## src/sv/cmdtok_pkg.sv

```systemverilog
// Shared types and codes for the command line tokenizer.
package cmdtok_pkg;

	localparam int MAX_RES = 4;

	typedef enum logic [1:0] {
		K_ARG  = 2'd0,
		K_FILE = 2'd1,
		K_END  = 2'd2
	} kind_t;

	localparam logic [1:0] ST_OK     = 2'd0;
	localparam logic [1:0] ST_QUOTE  = 2'd1;
	localparam logic [1:0] ST_ESCAPE = 2'd2;
	localparam logic [1:0] ST_NOFILE = 2'd3;

	localparam logic [1:0] RD_NONE   = 2'd0;
	localparam logic [1:0] RD_NEW    = 2'd1;
	localparam logic [1:0] RD_APPEND = 2'd2;

	typedef struct packed {
		kind_t       kind;
		logic [7:0]  data;
		logic [1:0]  status;
		logic [1:0]  redir;
		logic [5:0]  count;
	} result_t;

	typedef struct packed {
		result_t [MAX_RES-1:0] res;
		logic [2:0]            n;
	} batch_t;

endpackage

```

## src/sv/cmdtok_lexer.sv

```systemverilog
// Lexer state and the single-pass step that turns one byte into a batch of results.
module cmdtok_lexer import cmdtok_pkg::*; (
	input  logic       clk,
	input  logic       arst_n,
	input  logic       step,
	input  logic [7:0] byte_s1,
	input  logic       last_s1,
	input  logic [5:0] arg_limit,
	output batch_t     batch
);

	typedef enum logic [7:0] {
		M_BETWEEN   = 8'b0000_0001,
		M_TOKEN     = 8'b0000_0010,
		M_ESC       = 8'b0000_0100,
		M_SQESC     = 8'b0000_1000,
		M_OCT       = 8'b0001_0000,
		M_HEX       = 8'b0010_0000,
		M_REDIR1    = 8'b0100_0000,
		M_REDIRWAIT = 8'b1000_0000
	} mode_t;

	typedef enum logic [1:0] {
		Q_NONE   = 2'd0,
		Q_SINGLE = 2'd1,
		Q_DOUBLE = 2'd2
	} quote_t;

	typedef struct packed {
		mode_t      mode;
		quote_t     quote;
		logic [7:0] dv;
		logic [2:0] dc;
		logic [5:0] args;
		logic [1:0] redir;
		logic [1:0] err;
		logic       in_fn;
		logic       halted;
	} lex_t;

	typedef struct packed {
		lex_t   st;
		batch_t out;
	} work_t;

	localparam logic [7:0] CH_TAB = 8'd9;
	localparam logic [7:0] CH_LF  = 8'd10;
	localparam logic [7:0] CH_CR  = 8'd13;
	localparam logic [7:0] CH_SP  = 8'h20;
	localparam logic [7:0] CH_DQ  = 8'h22;
	localparam logic [7:0] CH_SQ  = 8'h27;
	localparam logic [7:0] CH_0   = 8'h30;
	localparam logic [7:0] CH_7   = 8'h37;
	localparam logic [7:0] CH_9   = 8'h39;
	localparam logic [7:0] CH_GT  = 8'h3E;
	localparam logic [7:0] CH_UA  = 8'h41;
	localparam logic [7:0] CH_UF  = 8'h46;
	localparam logic [7:0] CH_BSL = 8'h5C;
	localparam logic [7:0] CH_LA  = 8'h61;
	localparam logic [7:0] CH_LF_ = 8'h66;
	localparam logic [7:0] CH_N   = 8'h6E;
	localparam logic [7:0] CH_R   = 8'h72;
	localparam logic [7:0] CH_X   = 8'h78;

	localparam lex_t LEX_IDLE = '{
		mode: M_BETWEEN, quote: Q_NONE, dv: 8'd0, dc: 3'd0, args: 6'd0,
		redir: RD_NONE, err: ST_OK, in_fn: 1'b0, halted: 1'b0
	};

	lex_t  st_q;
	work_t w;

	function automatic logic f_ws(logic [7:0] b);
		return (b == CH_SP) || (b >= CH_TAB && b <= CH_CR);
	endfunction

	// Returns {valid, value} for a hex digit of either case.
	function automatic logic [4:0] f_hex(logic [7:0] b);
		logic [7:0] d;
		d = 8'd0;
		if (b >= CH_0 && b <= CH_9) begin
			d = b - CH_0;
			return {1'b1, d[3:0]};
		end
		if (b >= CH_LA && b <= CH_LF_) begin
			d = b - CH_LA + 8'd10;
			return {1'b1, d[3:0]};
		end
		if (b >= CH_UA && b <= CH_UF) begin
			d = b - CH_UA + 8'd10;
			return {1'b1, d[3:0]};
		end
		return 5'd0;
	endfunction

	function automatic work_t f_put(work_t x, result_t r);
		if (x.out.n < 3'(MAX_RES)) begin
			x.out.res[x.out.n[1:0]] = r;
			x.out.n = x.out.n + 3'd1;
		end
		return x;
	endfunction

	function automatic work_t f_emit(work_t x, logic [7:0] b);
		result_t r;
		r = '0;
		r.kind = x.st.in_fn ? K_FILE : K_ARG;
		r.data = b;
		return f_put(x, r);
	endfunction

	function automatic work_t f_fail(work_t x, logic [1:0] code);
		x.st.err = code;
		x.st.halted = 1'b1;
		return x;
	endfunction

	function automatic work_t f_close(work_t x);
		x = f_emit(x, 8'd0);
		if (!x.st.in_fn) x.st.args = x.st.args + 6'd1;
		x.st.in_fn = 1'b0;
		x.st.quote = Q_NONE;
		x.st.mode = M_BETWEEN;
		return x;
	endfunction

	// A token that begins with '>' is a redirect, subject to the argument limit.
	function automatic work_t f_start_redir(work_t x, logic [5:0] lim);
		if (x.st.args >= lim) begin
			x.st.halted = 1'b1;
		end else begin
			x.st.redir = RD_NEW;
			x.st.mode = M_REDIR1;
		end
		return x;
	endfunction

	function automatic work_t f_token_byte(work_t x, logic [7:0] b, logic [5:0] lim);
		quote_t q;
		q = (b == CH_SQ) ? Q_SINGLE : Q_DOUBLE;
		if (b == CH_BSL) begin
			if (x.st.quote == Q_SINGLE) begin
				x = f_emit(x, b);
				x.st.mode = M_SQESC;
			end else begin
				x.st.mode = M_ESC;
			end
		end else if (x.st.quote == Q_NONE && f_ws(b)) begin
			x = f_close(x);
		end else if (x.st.quote == Q_NONE && b == CH_GT) begin
			x = f_close(x);
			x = f_start_redir(x, lim);
		end else if (b == CH_DQ || b == CH_SQ) begin
			if (x.st.quote == Q_NONE) x.st.quote = q;
			else if (x.st.quote == q) x.st.quote = Q_NONE;
			else x = f_emit(x, b);
		end else begin
			x = f_emit(x, b);
		end
		return x;
	endfunction

	function automatic work_t f_start_token(work_t x, logic [7:0] b, logic [5:0] lim);
		if (x.st.args >= lim) begin
			x.st.halted = 1'b1;
		end else if (b == CH_GT) begin
			x = f_start_redir(x, lim);
		end else begin
			x.st.in_fn = 1'b0;
			x.st.quote = Q_NONE;
			x.st.mode = M_TOKEN;
			x = f_token_byte(x, b, lim);
		end
		return x;
	endfunction

	function automatic work_t f_start_file(work_t x, logic [7:0] b, logic [5:0] lim);
		x.st.in_fn = 1'b1;
		x.st.quote = Q_NONE;
		x.st.mode = M_TOKEN;
		return f_token_byte(x, b, lim);
	endfunction

	function automatic work_t f_finish(work_t x);
		if (x.st.dv == 8'd0) begin
			x = f_fail(x, ST_ESCAPE);
		end else begin
			x = f_emit(x, x.st.dv);
			x.st.mode = M_TOKEN;
		end
		return x;
	endfunction

	function automatic work_t f_take(work_t x, logic [7:0] b, logic [5:0] lim);
		logic [4:0] h;
		h = f_hex(b);
		unique case (x.st.mode)
			M_TOKEN: begin
				x = f_token_byte(x, b, lim);
			end
			M_ESC: begin
				x.st.dv = 8'd0;
				x.st.dc = 3'd0;
				if (b == CH_N) begin
					x = f_emit(x, CH_LF);
					x.st.mode = M_TOKEN;
				end else if (b == CH_R) begin
					x = f_emit(x, CH_CR);
					x.st.mode = M_TOKEN;
				end else if (b == CH_0) begin
					x.st.mode = M_OCT;
				end else if (b == CH_X) begin
					x.st.mode = M_HEX;
				end else begin
					x = f_emit(x, b);
					x.st.mode = M_TOKEN;
				end
			end
			M_SQESC: begin
				x = f_emit(x, b);
				x.st.mode = M_TOKEN;
			end
			M_OCT: begin
				if (b >= CH_0 && b <= CH_7) begin
					x.st.dv = {x.st.dv[4:0], b[2:0]};
					x.st.dc = x.st.dc + 3'd1;
					if (x.st.dc >= 3'd4) x = f_finish(x);
				end else if (x.st.dc < 3'd2) begin
					x = f_fail(x, ST_ESCAPE);
				end else begin
					// The digit run ends here and the byte is taken as token text.
					x = f_finish(x);
					if (!x.st.halted) x = f_token_byte(x, b, lim);
				end
			end
			M_HEX: begin
				if (!h[4]) begin
					x = f_fail(x, ST_ESCAPE);
				end else begin
					x.st.dv = {x.st.dv[3:0], h[3:0]};
					x.st.dc = x.st.dc + 3'd1;
					if (x.st.dc >= 3'd2) x = f_finish(x);
				end
			end
			M_REDIR1: begin
				if (f_ws(b)) begin
					x.st.mode = M_REDIRWAIT;
				end else if (b == CH_GT) begin
					x.st.redir = RD_APPEND;
					x.st.mode = M_REDIRWAIT;
				end else begin
					x = f_start_file(x, b, lim);
				end
			end
			M_REDIRWAIT: begin
				if (f_ws(b)) begin
					x.st.mode = M_REDIRWAIT;
				end else if (b == CH_GT) begin
					// An empty filename closes the old redirect before the new one.
					x.st.in_fn = 1'b1;
					x = f_emit(x, 8'd0);
					x.st.in_fn = 1'b0;
					x.st.mode = M_BETWEEN;
					x = f_start_token(x, b, lim);
				end else begin
					x = f_start_file(x, b, lim);
				end
			end
			default: begin
				x.st.mode = M_BETWEEN;
				if (!f_ws(b)) x = f_start_token(x, b, lim);
			end
		endcase
		return x;
	endfunction

	function automatic work_t f_end(work_t x);
		result_t r;
		if (!x.st.halted) begin
			unique case (x.st.mode)
				M_REDIR1, M_REDIRWAIT: x = f_fail(x, ST_NOFILE);
				M_HEX: x = f_fail(x, ST_ESCAPE);
				M_OCT: begin
					if (x.st.dc < 3'd2) begin
						x = f_fail(x, ST_ESCAPE);
					end else begin
						x = f_finish(x);
						if (!x.st.halted) begin
							if (x.st.quote != Q_NONE) x = f_fail(x, ST_QUOTE);
							else x = f_close(x);
						end
					end
				end
				M_TOKEN, M_ESC, M_SQESC: begin
					if (x.st.quote != Q_NONE) x = f_fail(x, ST_QUOTE);
					else x = f_close(x);
				end
				default: x.st.mode = M_BETWEEN;
			endcase
		end
		r = '0;
		r.kind = K_END;
		r.status = x.st.err;
		r.redir = x.st.redir;
		r.count = x.st.args;
		x = f_put(x, r);
		x.st = LEX_IDLE;
		return x;
	endfunction

	always_comb begin
		w.st = st_q;
		w.out = '0;
		if (byte_s1 == 8'd0) begin
			w = f_end(w);
		end else begin
			if (!w.st.halted) w = f_take(w, byte_s1, arg_limit);
			if (last_s1) w = f_end(w);
		end
	end

	assign batch = w.out;

	always_ff @(posedge clk or negedge arst_n) begin
		if (!arst_n) begin
			st_q <= LEX_IDLE;
		end else if (step) begin
			st_q <= w.st;
		end
	end

endmodule

```

## src/sv/command_line_tokenizer.sv

```systemverilog
// Top level of the command line tokenizer: input register, lexer and result buffer.
//
// Bytes of a command line enter on the input channel (in_valid, in_stall, byte_in,
// line_end), one item per byte. Each byte is split by the lexer into zero to four
// result items on the output channel (out_valid, out_stall): argument bytes,
// redirect filename bytes, and a closing end item carrying status, redirect mode
// and argument count. run_last marks the final result caused by one input byte.
// A zero byte, or any byte with line_end set, closes the line.
//
// An accepted item waits in the input register until the buffer is free; then the
// lexer step runs and loads all its results into a four-entry output buffer, from
// which the first result is offered. The buffer hands out one result per cycle
// while out_stall is low. An item with several results holds the output side
// until they have all left; that buffer drain is what sets the rate.
//
// A stall on the output holds the current result and, once the input register is
// full behind it, raises in_stall. Reset empties both registers, returns the lexer
// to the start of a line and sets the argument slot count to 16. cfg_wr_en writes
// the slot count; use it only while the block is idle, which it does not enforce.
module command_line_tokenizer import cmdtok_pkg::*; (
	input  logic       clk,
	input  logic       arst_n,
	input  logic       cfg_wr_en,
	input  logic [6:0] cfg_wr_data,
	input  logic       in_valid,
	output logic       in_stall,
	input  logic [7:0] byte_in,
	input  logic       line_end,
	output logic       out_valid,
	input  logic       out_stall,
	output logic [1:0] kind,
	output logic [7:0] out_byte,
	output logic [1:0] status,
	output logic [1:0] redirect_mode,
	output logic [5:0] arg_count,
	output logic       run_last
);

	logic [6:0]  arg_slots_q;
	logic [5:0]  arg_limit;

	logic        item_valid_s1;
	logic [7:0]  byte_s1;
	logic        last_s1;

	result_t [MAX_RES-1:0] res_q;
	logic [2:0]  rem_q;
	logic [1:0]  head_q;

	batch_t      batch;
	logic        out_take;
	logic        in_take;
	logic        buf_free;
	logic        step;
	result_t     head_res;

	// Argument slots: the last slot is reserved; the limit is the slot count minus one, from 0 to 63.
	always_comb begin
		if (arg_slots_q <= 7'd1) arg_limit = 6'd0;
		else if (arg_slots_q > 7'd64) arg_limit = 6'd63;
		else arg_limit = 6'(arg_slots_q - 7'd1);
	end

	always_ff @(posedge clk or negedge arst_n) begin
		if (!arst_n) begin
			arg_slots_q <= 7'd16;
		end else if (cfg_wr_en) begin
			arg_slots_q <= cfg_wr_data;
		end
	end

	// The buffer can take a new batch when it is empty or its last result leaves now.
	assign out_valid = (rem_q != 3'd0);
	assign out_take  = out_valid && !out_stall;
	assign buf_free  = (rem_q == 3'd0) || ((rem_q == 3'd1) && out_take);
	assign step      = item_valid_s1 && buf_free;
	assign in_stall  = item_valid_s1 && !buf_free;
	assign in_take   = in_valid && !in_stall;

	always_ff @(posedge clk or negedge arst_n) begin
		if (!arst_n) begin
			item_valid_s1 <= 1'b0;
		end else if (in_take) begin
			item_valid_s1 <= 1'b1;
		end else if (step) begin
			item_valid_s1 <= 1'b0;
		end
	end

	always_ff @(posedge clk) begin
		if (in_take) begin
			byte_s1 <= byte_in;
			last_s1 <= line_end;
		end
	end

	cmdtok_lexer u_lexer (
		.clk       (clk),
		.arst_n    (arst_n),
		.step      (step),
		.byte_s1   (byte_s1),
		.last_s1   (last_s1),
		.arg_limit (arg_limit),
		.batch     (batch)
	);

	always_ff @(posedge clk or negedge arst_n) begin
		if (!arst_n) begin
			rem_q  <= 3'd0;
			head_q <= 2'd0;
		end else if (step) begin
			rem_q  <= batch.n;
			head_q <= 2'd0;
		end else if (out_take) begin
			rem_q  <= rem_q - 3'd1;
			head_q <= head_q + 2'd1;
		end
	end

	always_ff @(posedge clk) begin
		if (step) begin
			res_q <= batch.res;
		end
	end

	assign head_res      = res_q[head_q];
	assign kind          = head_res.kind;
	assign out_byte      = head_res.data;
	assign status        = head_res.status;
	assign redirect_mode = head_res.redir;
	assign arg_count     = head_res.count;
	assign run_last      = (rem_q == 3'd1);

	// The buffer never holds more than four results.
	a_rem_bound: assert property (@(posedge clk) disable iff (!arst_n)
		(rem_q <= 3'(MAX_RES)))
		else $error("result buffer count out of range");

	// Head plus remaining results stays within the buffer.
	a_head_bound: assert property (@(posedge clk) disable iff (!arst_n)
		out_valid |-> ({1'b0, head_q} + rem_q) <= 3'(MAX_RES))
		else $error("result buffer head overruns its batch");

	// A line-closing byte always ends its batch with an end item.
	a_line_close: assert property (@(posedge clk) disable iff (!arst_n)
		(step && (last_s1 || byte_s1 == 8'd0)) |->
		(batch.n != 3'd0) && (batch.res[2'(batch.n - 3'd1)].kind == K_END))
		else $error("line end without end item");

	// An end item is always the last result of its byte.
	a_end_last: assert property (@(posedge clk) disable iff (!arst_n)
		(out_valid && head_res.kind == K_END) |-> run_last)
		else $error("end item not marked as last result");

endmodule

```

## config.mk

```make
export PLATFORM = sky130hd
export DESIGN_NAME = command_line_tokenizer
export DESIGN_NICKNAME = d
export VERILOG_FILES = /design/src/sv/cmdtok_pkg.sv /design/src/sv/cmdtok_lexer.sv /design/src/sv/command_line_tokenizer.sv
export SDC_FILE = /design/constraint.sdc
export NUM_CORES = 1
export LEC_CHECK = 0
export ABC_AREA = 1
export BUFFER_PORTS_ARGS = -buffer_cell sky130_fd_sc_hd__buf_2
export CAP_MARGIN = 10
export CORE_MARGIN = 10
export CORE_UTILIZATION = 40
export CTS_BUF_LIST = sky130_fd_sc_hd__clkbuf_4 sky130_fd_sc_hd__clkbuf_8
export CTS_CLUSTER_DIAMETER = 30
export DETAILED_ROUTE_END_ITERATION = 10
export SKIP_LAST_GASP = 1
export SLEW_MARGIN = 40
export SYNTH_ARGS = -nofsm -noshare
export SYNTH_HDL_FRONTEND = slang
export SYNTH_SLANG_ARGS = --single-unit
```

## constraint.sdc

```tcl
create_clock -name clk -period 4.93 [get_ports clk]
set_input_delay 0.2465 -clock clk [delete_from_list [all_inputs] [get_ports clk]]
set_output_delay 0.2465 -clock clk [all_outputs]
set_load 0.02 [all_outputs]
```

==> impl_metrics.env <==
export IMPL_fin_setup_tns_ps=0
export IMPL_first_pass_iters=7
export IMPL_post_cts_setup_buffers=0
export IMPL_hold_ws_ps=66.3
export IMPL_maxSlewHeadroom_pct=44.8
export IMPL_yosys_warnings=0
export IMPL_design_area_mm2=0.0133
export IMPL_place_area_mm2=0.0127
export IMPL_final_antenna_net_count=0
export IMPL_dp_hpwl_um=33800
export IMPL_tritoncts="done"
export IMPL_worst_slew_pin_slew_ps=820
export IMPL_finalHoldViolations=0
export IMPL_synth_edf_count=89
export IMPL_grt_pass1_wl_um=69100
export IMPL_ys_seq_elements=135
export IMPL_fp_coreArea_mm2=0.0289
export IMPL_layout_cells_most_common="nand2_1"
export IMPL_wirelength_um=44600
export IMPL_leakagePower_uw=0.00614
export IMPL_place_ws_ps=83.0
export IMPL_drive_gt1_share_pct=14.4
export IMPL_syn_avg_cell_area_um2=6.76
export IMPL_place_congestion=0.994
export IMPL_boundaryPins=44
export IMPL_worst_slack_ps=314
export IMPL_seq_area_frac_synth_pct=32.6
export IMPL_synth_distinct_cells=59
export IMPL_fmax_mhz=217
export IMPL_wl_per_cell_um=20.0
export IMPL_endpoint_kind="register"
export IMPL_crit_slowest_cell="dfrtp_1"
export IMPL_cp_num_buf_inv=7
export IMPL_die_h_um=191
export IMPL_diodes=0
export IMPL_multi_input_area_mm2=0.00690
export IMPL_powerDensity_mw_per_mm2=772
export IMPL_max_stage_delay_ps=430
export IMPL_finalPower_uw=10300
export IMPL_synthesis_nets=1799
export IMPL_fillers=3051
export IMPL_ys_async_sr_fraction_pct=34.1
export IMPL_dieWidth_um=191
export IMPL_post_route_period_util_pct=93.6
export IMPL_grt_overflow=0
export IMPL_cts_buffers=17
export IMPL_skew_ps=18.2
export IMPL_worstPathArrival_ps=4900
export IMPL_dr_first_iter_drc_count=1306
export IMPL_syn_inst=1736
export IMPL_antenna_found_initial=0
export IMPL_vias_per_cell=5.69
export IMPL_worst_path_max_fanout=9
export IMPL_status="finished clean"
export IMPL_route_detailed_drc=0
export IMPL_fp_row_count=62
export IMPL_crit_family="simple AND/OR/NAND/NOR gates"
export IMPL_die_area_mm2=0.0366
export IMPL_nets=1899
export IMPL_drv_slew=0
export IMPL_cap_violations=0
export IMPL_setup_viol=0
export IMPL_root_buffer="clkbuf_8"
export IMPL_ctsLongestPathBuffers=2
export IMPL_syn_cell_area_mm2=0.0117
export IMPL_register_area_mm2=0.00383
export IMPL_hold_path_class="input pin to register"
export IMPL_vias=12700
export IMPL_gr_usage_all_layers_pct=24.0
export IMPL_final_cell_mix="nand2_1, nor2_1, inv_1"
export IMPL_synth_main_ff_cell="edfxtp_1"
export IMPL_cts_sinks=135
export IMPL_grt_max_degree=47
export IMPL_layout_min_cycle_time_ps=4620
export IMPL_clk_pin_slew_ps=90
export IMPL_syn_to_final_growth_pct=13.6
export IMPL_worstSetupPathType="register to register"
export IMPL_ctsHtreeMaxLevel=4
export IMPL_cp_required_ps=5220
export IMPL_vdd_drop_max_mv=0.477
export IMPL_grt_pass1_vias=11900
export IMPL_io_buffer_count=43
export IMPL_initial_core_util_pct=40.7
export IMPL_clk_latency_ps=490
export IMPL_cp_start_kind="register"
==> sequential cells by signal, indices dropped and copies added (netlist names) <==
name and count:
u_lexer.st_q 33, res_q 80, arg_slots_q 7, rem_q 3
byte_s1 8, item_valid_s1 1, last_s1 1, head_q 2
==> layout make-up <==
| class | count | share of cell area [%] |
|---|---|---|
| clock inverter | 15 | 1.22 |
| inverter | 219 | 6.24 |
| timing repair buffer | 128 | 6.81 |
| clock buffer | 17 | 1.75 |
| multi-input combinational | 1335 | 51.7 |
| sequential | 135 | 28.7 |
| tap | 384 | 3.60 |
==> Yosys cell counts, types with 3 or more instances <==
| cell type | count | area share, % |
|---|---|---|
| nand2_1 | 475 | 15 |
| nor2_1 | 197 | 6.3 |
| inv_1 | 189 | 6.0 |
| o21ai_0 | 172 | 7.3 |
| nand3_1 | 131 | 5.6 |
| edfxtp_1 | 89 | 23 |
| o22ai_1 | 64 | 3.4 |
| dfrtp_1 | 44 | 9.4 |
| a21oi_1 | 42 | 1.8 |
| ha_1 | 42 | 4.5 |
| clkbuf_1 | 26 | 0.83 |
| nor3_1 | 26 | 1.1 |
| nand2_2 | 21 | 1.1 |
| nand2_4 | 21 | 2.0 |
| nand4_1 | 20 | 1.1 |
| inv_2 | 18 | 0.58 |
| nor2_2 | 14 | 0.75 |
| buf_2 | 12 | 0.51 |
| o211ai_1 | 9 | 0.58 |
| o21ai_1 | 9 | 0.38 |
| clkinv_1 | 8 | 0.26 |
| a21o_1 | 7 | 0.45 |
| a21oi_2 | 6 | 0.45 |
| buf_6 | 6 | 0.58 |
| a22oi_1 | 5 | 0.32 |
| nand3_2 | 5 | 0.43 |
| nor2_4 | 5 | 0.48 |
| o31ai_1 | 5 | 0.32 |
| xor2_1 | 5 | 0.37 |
| a31oi_1 | 4 | 0.21 |
| o2111ai_1 | 4 | 0.30 |
| o221ai_1 | 4 | 0.30 |
| a211oi_1 | 3 | 0.19 |
| a221oi_1 | 3 | 0.22 |
| a32oi_1 | 3 | 0.22 |
| a41oi_1 | 3 | 0.22 |
| or2_2 | 3 | 0.16 |
| xnor2_1 | 3 | 0.22 |
==> where the power goes <==
group / switching (uW) / internal (uW)
sequential: 229 / 1720
clock: 559 / 422
combinational: 5220 / 2160
total: 6000 / 4300
==> cell families (layout without fill, tap and decap cells) <==
logic type / Yosys count / in the layout / synth area share (%)
simple gates: 926 / 926 / 35.1
compound gates: 357 / 357 / 17.9
flops: 135 / 135 / 32.6
xor+xnor: 8 / 8 / 0.597
fa+ha+maj: 42 / 42 / 4.48
mux: 2 / 2 / 0.192
buf+inv: 266 / 379 / 9.14
==> worst min-delay path, stage by stage <==
cell and delay [ps]:
buf_2 170, nand2_1 70, o21ai_0 70
==> what timing repair did <==
item,4_1_cts,5_1_grt
setup endpoints to repair,0,73
endpoints found under the hold margin,61,0
hold buffers,18,0
gates resized for setup,0,16
==> through the flow <==
| stage | std cells | util (%) |
|---|---|---|
| floorplan | 1736 | - |
| global placement | 2181 | 44.0 |
| detailed placement | 2182 | 44.0 |
| CTS | 2232 | 46.0 |
| global route | 2233 | 46.2 |
| finish | 2233 | 46.2 |
==> routing by layer <==
layer | vias up | wire length [um] | track usage (%) | share of wire (%)
li1 | 6015 | - | - | -
met5 | - | 0 | 0 | 0
met3 | 79 | 3410 | 3.97 | 7.6
met2 | 551 | 20100 | 38.0 | 45
met4 | 0 | 954 | 7.15 | 2.1
met1 | 6052 | 20100 | 33.0 | 45
==> path summary, 6_finish.rpt <==
| check | startpoint | end | slack (ps) | depth (start not counted) |
|---|---|---|---|---|
| max reg2reg | arg_slots_q[0]$_DFFE_PN0P_ | res_q[11]$_DFFE_PP_ | 310 | 30 |
| min reg2reg | rem_q[1]$_DFFE_PN0P_ | rem_q[1]$_DFFE_PN0P_ | 490 | 2 |
| min | cfg_wr_en | arg_slots_q[4]$_DFFE_PN1P_ | 70 | 3 |
| max in group asynchronous | arst_n | u_lexer.st_q[7]$_DFFE_PN0P_ | 4030 | 3 |
| min in group asynchronous | arst_n | u_lexer.st_q[15]$_DFFE_PN0P_ | 420 | 3 |
| max | arg_slots_q[0]$_DFFE_PN0P_ | res_q[11]$_DFFE_PP_ | 310 | 30 |
Note: power is estimated with default switching activity, not from simulation.
